===== src/rtl/pfx_pkg.sv =====
// Package for the postfix expression evaluator.
// Holds the stack size, character codes, status codes and the cell control types.
// It has no dependencies and is used by every module of the block.
package pfx_pkg;

    localparam int STACK_DEPTH = 6;
    localparam int CNT_W       = $clog2(STACK_DEPTH + 1);
    localparam int VAL_W       = 32;
    localparam int DIV_STEPS   = VAL_W;
    localparam int DIV_CNT_W   = $clog2(DIV_STEPS + 1);

    localparam logic [7:0] CH_ZERO    = 8'd48;
    localparam logic [7:0] CH_NINE    = 8'd57;
    localparam logic [7:0] CH_PLUS    = 8'd43;
    localparam logic [7:0] CH_MINUS   = 8'd45;
    localparam logic [7:0] CH_STAR    = 8'd42;
    localparam logic [7:0] CH_SLASH   = 8'd47;
    localparam logic [7:0] CH_EQUALS  = 8'd61;
    localparam logic [7:0] CH_HASH    = 8'd35;
    localparam logic [7:0] CH_SPACE   = 8'd32;
    localparam logic [7:0] CH_NEWLINE = 8'd10;

    localparam logic [3:0] ST_OK         = 4'd0;
    localparam logic [3:0] ST_VALUE      = 4'd1;
    localparam logic [3:0] ST_NOT_SINGLE = 4'd2;
    localparam logic [3:0] ST_INVALID    = 4'd3;
    localparam logic [3:0] ST_UNDERFLOW  = 4'd4;
    localparam logic [3:0] ST_OVERFLOW   = 4'd5;
    localparam logic [3:0] ST_DIVZERO    = 4'd6;
    localparam logic [3:0] ST_QUIT       = 4'd7;
    localparam logic [3:0] ST_HALTED     = 4'd8;

    typedef logic [1:0] t_cell_op;

    localparam t_cell_op CELL_HOLD = 2'd0;
    localparam t_cell_op CELL_PUSH = 2'd1;
    localparam t_cell_op CELL_POP1 = 2'd2;
    localparam t_cell_op CELL_POP2 = 2'd3;

    typedef struct packed {
        t_cell_op           head_op;
        t_cell_op           tail_op;
        logic [VAL_W-1:0]   head_value;
    } t_stack_ctrl;

endpackage


===== src/rtl/pfx_cell.sv =====
// One stack cell of the postfix expression evaluator.
// Holds a single entry and moves data to and from its neighbours on push and pop.
// Depends on pfx_pkg.
module pfx_cell (
    input  logic                     i_clk,
    input  pfx_pkg::t_cell_op        i_op,
    input  logic [pfx_pkg::VAL_W-1:0] i_upper,
    input  logic [pfx_pkg::VAL_W-1:0] i_lower1,
    input  logic [pfx_pkg::VAL_W-1:0] i_lower2,
    output logic [pfx_pkg::VAL_W-1:0] o_value
);
    import pfx_pkg::*;

    logic [VAL_W-1:0] r_value;
    logic [VAL_W-1:0] n_value;

    always_comb begin
        case (i_op)
            CELL_PUSH: n_value = i_upper;
            CELL_POP1: n_value = i_lower1;
            CELL_POP2: n_value = i_lower2;
            default:   n_value = r_value;
        endcase
    end

    always_ff @(posedge i_clk) begin
        r_value <= n_value;
    end

    assign o_value = r_value;

endmodule


===== src/rtl/pfx_div.sv =====
// Iterative signed divider for the postfix expression evaluator.
// Restoring division on magnitudes, one quotient bit per cycle, truncating toward zero.
// Depends on pfx_pkg.
module pfx_div (
    input  logic                      i_clk,
    input  logic                      i_rst_n,
    input  logic                      i_start,
    input  logic [pfx_pkg::VAL_W-1:0] i_dividend,
    input  logic [pfx_pkg::VAL_W-1:0] i_divisor,
    output logic                      o_busy,
    output logic [pfx_pkg::VAL_W-1:0] o_quotient
);
    import pfx_pkg::*;

    logic                  r_busy;
    logic [DIV_CNT_W-1:0]  r_cnt;
    logic [VAL_W-1:0]      r_rem;
    logic [VAL_W-1:0]      r_quo;
    logic [VAL_W-1:0]      r_den;
    logic                  r_neg;
    logic [VAL_W:0]        w_trial;
    logic [VAL_W-1:0]      w_abs_a;
    logic [VAL_W-1:0]      w_abs_b;

    assign w_abs_a = i_dividend[VAL_W-1] ? (~i_dividend + VAL_W'(1)) : i_dividend;
    assign w_abs_b = i_divisor[VAL_W-1]  ? (~i_divisor + VAL_W'(1))  : i_divisor;
    assign w_trial = {r_rem, r_quo[VAL_W-1]} - {1'b0, r_den};

    always_ff @(posedge i_clk) begin
        if (!i_rst_n) begin
            r_busy <= 1'b0;
            r_cnt  <= '0;
        end else if (i_start) begin
            r_busy <= 1'b1;
            r_cnt  <= DIV_CNT_W'(DIV_STEPS);
        end else if (r_busy) begin
            r_cnt <= r_cnt - DIV_CNT_W'(1);
            if (r_cnt == DIV_CNT_W'(1)) begin
                r_busy <= 1'b0;
            end
        end
    end

    always_ff @(posedge i_clk) begin
        if (i_start) begin
            r_rem <= '0;
            r_quo <= w_abs_a;
            r_den <= w_abs_b;
            r_neg <= i_dividend[VAL_W-1] ^ i_divisor[VAL_W-1];
        end else if (r_busy) begin
            if (!w_trial[VAL_W]) begin
                r_rem <= w_trial[VAL_W-1:0];
                r_quo <= {r_quo[VAL_W-2:0], 1'b1};
            end else begin
                r_rem <= {r_rem[VAL_W-2:0], r_quo[VAL_W-1]};
                r_quo <= {r_quo[VAL_W-2:0], 1'b0};
            end
        end
    end

    assign o_busy     = r_busy;
    assign o_quotient = r_neg ? (~r_quo + VAL_W'(1)) : r_quo;

endmodule


===== src/rtl/postfix_expression_evaluator_unit.sv =====
// Top level of the postfix expression evaluator.
// Instantiates the row of stack cells and the iterative divider.
// Depends on pfx_pkg, pfx_cell and pfx_div.
//
// The block takes one ASCII character per word on the slave channel and gives
// exactly one result word per character on the master channel. Digits push
// their value, the four operators combine the top two entries, '=' reports the
// single remaining value, and '#', overflow, underflow or division by zero halts the block until reset.
// The stack is a row of cells; the top entry sits in the first cell and every
// push or pop moves each entry one or two cells along, all together.
// A character is taken in the idle state and evaluated in the execute state.
// A division runs through the divider at one quotient bit a cycle.
// The result sits in an output register; the next character is taken while
// it waits, and evaluation holds only while the register is still full or the divider is busy.
// When the receiver stalls, the word on the master channel stays unchanged.
// Synchronous reset empties the stack, clears the halt and drops tvalid.
module postfix_expression_evaluator_unit (
    input  logic        i_clk,
    input  logic        i_rst_n,
    input  logic        s_axis_tvalid,
    output logic        s_axis_tready,
    input  logic [7:0]  s_axis_tdata,   // char_code
    output logic        m_axis_tvalid,
    input  logic        m_axis_tready,
    output logic [39:0] m_axis_tdata    // status [3:0], result_value [35:4], zero fill
);
    import pfx_pkg::*;

    localparam logic [1:0] S_IDLE = 2'd0;
    localparam logic [1:0] S_EXEC = 2'd1;
    localparam logic [1:0] S_DIV  = 2'd2;

    logic [1:0]        r_state, n_state;
    logic [7:0]        r_char;
    logic [CNT_W-1:0]  r_count, n_count;
    logic              r_halted, n_halted;
    logic              r_out_valid;
    logic [3:0]        r_out_status;
    logic [VAL_W-1:0]  r_out_value;
    logic              w_load;
    logic [3:0]        w_status;
    logic [VAL_W-1:0]  w_value;
    logic              w_slot_free;
    logic              w_div_start;
    logic              w_div_busy;
    logic [VAL_W-1:0]  w_quotient;
    logic [VAL_W-1:0]  w_alu;
    logic [VAL_W-1:0]  w_prod;
    logic [VAL_W-1:0]  w_top;
    logic [VAL_W-1:0]  w_next;
    logic              w_is_digit;
    logic              w_is_op;
    t_stack_ctrl       w_ctrl;
    logic [VAL_W-1:0]  w_cell [STACK_DEPTH];

    assign s_axis_tready = (r_state == S_IDLE);
    assign w_slot_free   = !r_out_valid || m_axis_tready;

    assign w_top      = w_cell[0];
    assign w_next     = w_cell[1];
    assign w_prod     = w_next * w_top;
    assign w_is_digit = (r_char >= CH_ZERO) && (r_char <= CH_NINE);
    assign w_is_op    = (r_char == CH_PLUS) || (r_char == CH_MINUS) ||
                        (r_char == CH_STAR) || (r_char == CH_SLASH);

    always_comb begin
        case (r_char)
            CH_PLUS:  w_alu = w_next + w_top;
            CH_MINUS: w_alu = w_next - w_top;
            default:  w_alu = w_prod;
        endcase
    end

    always_comb begin
        n_state           = r_state;
        n_count           = r_count;
        n_halted          = r_halted;
        w_load            = 1'b0;
        w_status          = ST_OK;
        w_value           = '0;
        w_div_start       = 1'b0;
        w_ctrl.head_op    = CELL_HOLD;
        w_ctrl.tail_op    = CELL_HOLD;
        w_ctrl.head_value = w_alu;
        unique case (r_state)
            S_IDLE: begin
                if (s_axis_tvalid) begin
                    n_state = S_EXEC;
                end
            end
            S_EXEC: begin
                if (!r_halted && (r_char == CH_SLASH) && (r_count >= CNT_W'(2))
                        && (w_top != '0)) begin
                    w_div_start = 1'b1;
                    n_state     = S_DIV;
                end else if (w_slot_free) begin
                    w_load  = 1'b1;
                    n_state = S_IDLE;
                    if (r_halted) begin
                        w_status = ST_HALTED;
                    end else if (w_is_digit) begin
                        if (r_count >= CNT_W'(STACK_DEPTH)) begin
                            w_status = ST_OVERFLOW;
                            n_halted = 1'b1;
                        end else begin
                            w_ctrl.head_op    = CELL_PUSH;
                            w_ctrl.tail_op    = CELL_PUSH;
                            w_ctrl.head_value = {{(VAL_W-4){1'b0}}, r_char[3:0]};
                            n_count           = r_count + CNT_W'(1);
                        end
                    end else if (w_is_op) begin
                        if (r_count < CNT_W'(2)) begin
                            w_status = ST_UNDERFLOW;
                            n_count  = '0;
                            n_halted = 1'b1;
                        end else if (r_char == CH_SLASH) begin
                            w_status = ST_DIVZERO;
                            n_count  = r_count - CNT_W'(2);
                            n_halted = 1'b1;
                        end else begin
                            w_ctrl.head_op = CELL_PUSH;
                            w_ctrl.tail_op = CELL_POP1;
                            n_count        = r_count - CNT_W'(1);
                        end
                    end else if (r_char == CH_EQUALS) begin
                        if (r_count == CNT_W'(1)) begin
                            w_status = ST_VALUE;
                            w_value  = w_top;
                            n_count  = '0;
                        end else begin
                            w_status = ST_NOT_SINGLE;
                            if (r_count >= CNT_W'(2)) begin
                                w_ctrl.head_op = CELL_POP2;
                                w_ctrl.tail_op = CELL_POP2;
                                n_count        = r_count - CNT_W'(2);
                            end
                        end
                    end else if (r_char == CH_HASH) begin
                        w_status = ST_QUIT;
                        n_halted = 1'b1;
                    end else if ((r_char == CH_SPACE) || (r_char == CH_NEWLINE)) begin
                        w_status = ST_OK;
                    end else begin
                        w_status = ST_INVALID;
                    end
                end
            end
            S_DIV: begin
                if (!w_div_busy && w_slot_free) begin
                    w_load            = 1'b1;
                    n_state           = S_IDLE;
                    w_ctrl.head_op    = CELL_PUSH;
                    w_ctrl.tail_op    = CELL_POP1;
                    w_ctrl.head_value = w_quotient;
                    n_count           = r_count - CNT_W'(1);
                end
            end
            default: begin
                n_state = S_IDLE;
            end
        endcase
    end

    always_ff @(posedge i_clk) begin
        if (!i_rst_n) begin
            r_state     <= S_IDLE;
            r_count     <= '0;
            r_halted    <= 1'b0;
            r_out_valid <= 1'b0;
        end else begin
            r_state  <= n_state;
            r_count  <= n_count;
            r_halted <= n_halted;
            if (w_load) begin
                r_out_valid <= 1'b1;
            end else if (m_axis_tready) begin
                r_out_valid <= 1'b0;
            end
        end
    end

    always_ff @(posedge i_clk) begin
        if (s_axis_tvalid && s_axis_tready) begin
            r_char <= s_axis_tdata;
        end
        if (w_load) begin
            r_out_status <= w_status;
            r_out_value  <= w_value;
        end
    end

    genvar g;
    generate
        for (g = 0; g < STACK_DEPTH; g++) begin : g_cell
            logic [VAL_W-1:0] w_upper;
            logic [VAL_W-1:0] w_lower1;
            logic [VAL_W-1:0] w_lower2;
            t_cell_op         w_op;

            if (g == 0) begin : g_head
                assign w_upper = w_ctrl.head_value;
                assign w_op    = w_ctrl.head_op;
            end else begin : g_tail
                assign w_upper = w_cell[g-1];
                assign w_op    = w_ctrl.tail_op;
            end
            if (g + 1 < STACK_DEPTH) begin : g_l1
                assign w_lower1 = w_cell[g+1];
            end else begin : g_l1_end
                assign w_lower1 = w_cell[g];
            end
            if (g + 2 < STACK_DEPTH) begin : g_l2
                assign w_lower2 = w_cell[g+2];
            end else begin : g_l2_end
                assign w_lower2 = w_cell[g];
            end

            pfx_cell u_cell (
                .i_clk    (i_clk),
                .i_op     (w_op),
                .i_upper  (w_upper),
                .i_lower1 (w_lower1),
                .i_lower2 (w_lower2),
                .o_value  (w_cell[g])
            );
        end
    endgenerate

    pfx_div u_div (
        .i_clk      (i_clk),
        .i_rst_n    (i_rst_n),
        .i_start    (w_div_start),
        .i_dividend (w_next),
        .i_divisor  (w_top),
        .o_busy     (w_div_busy),
        .o_quotient (w_quotient)
    );

    assign m_axis_tvalid = r_out_valid;
    assign m_axis_tdata  = {4'b0000, r_out_value, r_out_status};

    a_count_bound: assert property (@(posedge i_clk) disable iff (!i_rst_n)
        r_count <= CNT_W'(STACK_DEPTH))
        else $error("stack count exceeds the stack depth");

    a_halt_sticky: assert property (@(posedge i_clk) disable iff (!i_rst_n)
        r_halted |=> r_halted)
        else $error("halt flag cleared without reset");

    a_halted_status: assert property (@(posedge i_clk) disable iff (!i_rst_n)
        (w_load && r_halted) |=> (r_out_status == ST_HALTED))
        else $error("a halted block reported a status other than halted");

    a_value_only: assert property (@(posedge i_clk) disable iff (!i_rst_n)
        (r_out_valid && (r_out_status != ST_VALUE)) |-> (r_out_value == '0))
        else $error("nonzero result value with a status other than value");

    a_div_entry: assert property (@(posedge i_clk) disable iff (!i_rst_n)
        w_div_start |=> (w_div_busy && (r_state == S_DIV)))
        else $error("divider not running after a divide was started");

endmodule

===== config.mk =====
export PLATFORM = sky130hd
export DESIGN_NAME = postfix_expression_evaluator_unit
export DESIGN_NICKNAME = d
export VERILOG_FILES = /design/src/rtl/pfx_pkg.sv /design/src/rtl/pfx_cell.sv /design/src/rtl/pfx_div.sv /design/src/rtl/postfix_expression_evaluator_unit.sv
export SDC_FILE = /design/constraint.sdc
export NUM_CORES = 2
export LEC_CHECK = 0
export ABC_AREA = 1
export BUFFER_PORTS_ARGS = -buffer_cell sky130_fd_sc_hd__buf_2
export CAP_MARGIN = 20
export CORE_ASPECT_RATIO = 1.25
export CORE_UTILIZATION = 55
export CTS_BUF_LIST = sky130_fd_sc_hd__clkbuf_16
export DETAILED_ROUTE_END_ITERATION = 7
export PLACE_DENSITY = 0.69
export SETUP_SLACK_MARGIN = 0.5
export SYNTH_ARGS = -nofsm -noshare
export SYNTH_HDL_FRONTEND = slang
export SYNTH_HIERARCHICAL = 1
export SYNTH_SLANG_ARGS = --single-unit
export TNS_END_PERCENT = 20

===== constraint.sdc =====
create_clock -name i_clk -period 9.3 [get_ports i_clk]
set_input_delay 0.465 -clock i_clk [delete_from_list [all_inputs] [get_ports i_clk]]
set_output_delay 0.465 -clock i_clk [all_outputs]
set_load 0.02 [all_outputs]

After elaboration in Yosys (flattened, before gate mapping)
Cells that the tools add are included.
Cells by class
  bitwise gates (word level): 10
  mux-type cells: 76
  add/sub/neg operators: 10
  equality and inequality tests: 27
  multipliers: 1
  reduce and logical (&&, ||, !) cells: 29
  $lt $le $gt $ge: 5
Operators by type and width (count)
  $pmux 32 s3: 4
  $mux 32: 6
  $pmux 32 s2: 2
  $mux 36: 3
  $add 32x1->32 const B: 3
  $not 32->32: 3
  $pmux 36 s2: 1
  $mux 35: 2
  $eq 8x6->1 const B: 7
  $mux 3: 18
  $mux 4: 9
  $sub 33x32->33: 1
  $add 32x32->32: 1
  $mul 32x32->32: 1
  $reduce_bool 32->1: 1
  $sub 32x32->32: 1
  $mux 31: 1
  $mux 1: 19
  $mux 2: 6
  $mux 6: 2
  $eq 2x2->1 const B: 5
  $ne 2x2->1 const B: 5
  $eq 8x4->1 const B: 1
  $ge 8x6->1 const B: 1
  31 further kinds: 55
Word-level totals
  output and inout bits: 42
  bits in registers: 347
  input port bits: 12
  logic and storage cells: 180

Depth between registers and ports, before layout
  depth after elaboration: 12
  depth in mapped cells: 39
  depth with buffers taken out: 37

Modules after synthesis
The synthesis kept the hierarchy.
By module, submodules not included
  postfix_expression_evaluator_unit: area an instance 22806.9 um^2, cells each 3237, times used 1, seq. area each 1461.4 um^2
  pfx_cell: area an instance 1712.9 um^2, cells each 180, times used 6, seq. area each 960.9 um^2
  pfx_div: area an instance 9157.5 um^2, cells each 1472, times used 1, seq. area each 2732.6 um^2

Least setup slack after synthesis
OpenSTA, ideal clock, no wires.
  path kind: register to register
  from: register g_cell[0].u_cell.r_value[6]
  to: register g_cell[0].u_cell.r_value[26] (data pin)
  setup slack: 2.356 ns
  cell stages (with the launch flop): 32
  data arrival time: 6.684 ns
  path through: edfxtp_1 -> clkbuf_1 -> clkbuf_1 -> nand2_1 -> inv_1 -> fa_1 -> fa_1 -> fa_1 -> inv_1 -> fa_1 -> inv_1 -> fa_1 -> inv_1 -> fa_1 -> inv_1 -> fa_1 -> fa_1 -> ha_1 -> nand4_1 -> nor3_1 -> nand4_1 -> nand3_1 -> a21o_1 -> nand2_1 -> inv_1 -> nor2_1 -> nand2_1 -> nand3_1 -> nand3_1 -> nand2_1 -> nand2_1 -> nand3_1
RTL lines
  start, declared: RTL line pfx_cell.sv:14  | logic [VAL_W-1:0] r_value;
  start signal, assigned: RTL line pfx_cell.sv:27  | r_value <= n_value;

==> flow_summary.yaml <==
setup_path:
  rr_startpoint: "g_cell[0].u_cell/o_value[9]"
  startpoint_type: "flop"
  cp_slowest_cell: "edfxtp_1"
  arrival_ns: 8.14
  max_stage_delay_ns: 1.11
  ff2ff_setup_slack_ns: 1.48
  r2r_end: "g_cell[0].u_cell/o_value[26]"
  crit_fanout: 17
  path_buf_inv: 7
  worstSetupPathType: "flop to flop"
  rr_worst_depth: 30
  crit_family: "adder cells"
  endpoint_kind: "flop"
  crit_top_cell: "fa_1"
  crit_required_ns: 9.62
die:
  io_pins: 54
  die_y_um: 311.8
  core.rowCount: 113
  die_w_um: 249.9
  core_um2: 76070
  start_util: 0.5553
  dieArea_um2: 77920
power_and_ir_drop:
  power_mw: 8.039
  p_comb_frac: 0.548
  ir_worst_vdd_mv: 0.2378
  p_sw_frac: 0.4442
  power.leakage_nw: 23.44
  p_sw_mw: 3.571
  p_seq_frac: 0.228
  clock_power_share: 0.223
  intPower_mw: 4.468
  power.density_nw_per_um2: 180.0
worst_hold_path:
  min_to: "r_char[0]"
  worstHoldPathCells: 1
  min_from: "s_axis_tdata[0]"
  worstHoldPathType: "input pin to flop"
placement:
  gp_congestion: 1.037
  portBuffers: 49
  dp_hpwl_um: 105500
clock_network:
  clkLatencyLatePin_ns: 0.59
  holdBufCountCts: 0
  clkSinkCount: 347
  cts-resized-gates: 0
  path_clk_slew_ns: 0.07
  tritoncts: "yes"
  cts_buffer_depth: 3
  root_buffer: "clkbuf_16"
  numCtsBuffers: 43
  htree_levels: 2
  post_cts.repair.setup_buffers: 0
routing:
  wirelength_um: 139300
  drt-initial-drc-count: 3933
  num_vias: 38420
  drtPass1Iterations: 8
  via_per_inst: 5.698
  wl_per_cell_um: 20.66
  ant_nets: 0
  drc: 17
layout:
  drive_gt1_frac: 0.05013
  final_nets: 6357
  fin_util: 0.5870
  area_delta_synth_final_pct: 5.699
run:
  cap_violations: 0
timing:
  clock.fmax_mhz: 127.8
  finalSetupViolCount: 0
  rsz0062_at_grt: "no"
  maxSlewViolCount: 0
  maxSlewHeadroom: 0.1550
  finalCriticalPeriod_ns: 7.822
  fin_crit_sh: 0.8411
  tightest_slew_ns: 1.267
  finalClockSkew_ns: 0.02748
  finalSetupTns_ns: 0
  finalHoldViolations: 0
synthesis:
  synth.top_cell.area_share: 0.2140
  synth_area_um2: 42240
  synth_cell_types: 59
  yosysSeqAreaShare: 0.2358
  synthesis.instances: 5789
  synth-seq-cells: 347
  syn_avg_cell_area_um2: 7.297
  synth.area.top_cells: "edfxtp_1 (21%), fa_1 (19%), nand2_1 (14%)"
  synth-edff-count: 301
  async_flop_share: 0
  synth_top_cell_by_area: "edfxtp_1"
  synthFlopType: "edfxtp_1"
  ys_warn_count: 6
global_route:
  antenna_found_initial: 2
  grt.overflow.total: 0
  grt_start_max_net_pins: 231
  grt_pass1_vias: 37310
  track_usage: 0.3589
  grt_pass1_wl_um: 214500
run_status:
  outcome: "finished, violations left"
  violations: "design-rule violations"
cell families (layout without fill, tap and decap cells):
| logic type | count (synthesis) | in the layout | share of synthesized area |
|---|---|---|---|
| compound gates | 370 | 370 | 0.04899 |
| xor+xnor | 156 | 156 | 0.03235 |
| fa+ha+maj | 612 | 612 | 0.2541 |
| buf+inv | 1476 | 1449 | 0.1439 |
| flops | 347 | 347 | 0.2358 |
| mux | 2 | 2 | 0.0004739 |
| other cells | 1 | 5 | 0.00008877 |
| simple gates | 2825 | 2825 | 0.2843 |
power by group through the flow:
stage,registers (mW),clock network (mW),logic [mW]
6_report,1.83,1.80,4.41
5_1_grt,1.83,1.87,4.86
4_1_cts,1.83,1.82,4.32
3_5_place_dp,1.87,0,4.29
3_3_place_gp,1.87,0,4.25
2_1_floorplan,1.86,0,3.01
routing by layer:
layer / GRT usage / vias to the layer above / wire length (um)
met3: 0.05479 / 406 / 12170
met2: 0.5914 / 1862 / 65090
met5: 0 / - / 13
li1: - / 17830 / -
met4: 0.2059 / 2 / 9224
met1: 0.4486 / 18330 / 52830
worst reg2reg max path, delay by kind of cell, from the launching register on:
family / cells / cell delay, ns
DFF: 1 / 1.11
buffers and inverters: 7 / 0.69
and+or+nand+nor: 13 / 1.43
adders and majority gates: 9 / 4.16
AOI/OAI and AO/OA: 1 / 0.16
cells in the final DEF (no fill, tap or decap), types with 12 or more instances in the layout:
| cell | count |
|---|---|
| nor3_1 | 50 |
| nor4_1 | 15 |
| inv_1 | 1204 |
| xor2_1 | 115 |
| fa_1 | 410 |
| o21ai_0 | 149 |
| nand3b_1 | 13 |
| o21bai_1 | 16 |
| a21oi_1 | 137 |
| buf_2 | 49 |
| clkbuf_16 | 43 |
| nor2_1 | 269 |
| nand3_1 | 776 |
| edfxtp_1 | 301 |
| dfxtp_1 | 46 |
| a31oi_1 | 12 |
| xnor2_1 | 41 |
| nand2_1 | 1605 |
| or2_2 | 12 |
| buf_4 | 107 |
| nand4_1 | 46 |
| a21o_1 | 12 |
| ha_1 | 202 |
flip-flops by register name, summed over array words and instances (netlist names):
register and flops:
u_div/r_rem 32, u_div/o_busy 1, u_div/r_den 32, r_count 3
r_char 8, r_state 2, r_halted 1, m_axis_tvalid 1
u_div/r_neg 1, u_div/r_cnt 6, r_out_status 4, g_cell.u_cell/o_value 192
u_div/r_quo 32, r_out_value 32
through the flow:
step	hold WS (ns)	instances	area (um^2)	setup slack, ns
floorplan	0.4482	5792	42250	2.356
global placement	0.4605	6663	43110	1.706
detailed placement	0.4643	6664	43140	1.623
CTS	0.02999	6741	44620	1.585
global route	0.04323	6742	44650	1.148
finish	0.05050	6743	44650	1.478
how the worst max path moves through the flow:
stage                                       startpoint                      endpoint  slack (ns)  cells after the start
final                      g_cell[0].u_cell/o_value[9]  g_cell[0].u_cell/o_value[26]        1.48                     30
after global routing       g_cell[0].u_cell/o_value[9]  g_cell[0].u_cell/o_value[26]        1.15                     30
after CTS                  g_cell[0].u_cell/o_value[9]  g_cell[0].u_cell/o_value[23]        1.59                     27
after detailed placement   g_cell[0].u_cell/o_value[9]  g_cell[0].u_cell/o_value[23]        1.62                     27
after global placement    g_cell[1].u_cell/o_value[11]  g_cell[0].u_cell/o_value[23]        1.71                     26
after floorplan            g_cell[0].u_cell/o_value[6]  g_cell[0].u_cell/o_value[26]        2.36                     31
final cells by class:
cell class	instances	area, um^2
fill	7247	31420
timing repair buffer	160	1144
tap	977	1222
clock inverter	34	402.9
clock buffer	43	1076
antenna	1	2.502
multi-input combinational	3969	26280
inverter	1212	4566
sequential	347	9960
synthesized netlist by cell type, types with 50 or more instances:
library cell and count:
nor3_1 50, edfxtp_1 301, nand2_1 1611, nor2_1 273, fa_1 410, o21ai_0 151
xor2_1 115, ha_1 202, nand3_1 776, clkbuf_1 127, inv_1 1199, a21oi_1 138
(Power assumes the default switching activity.)
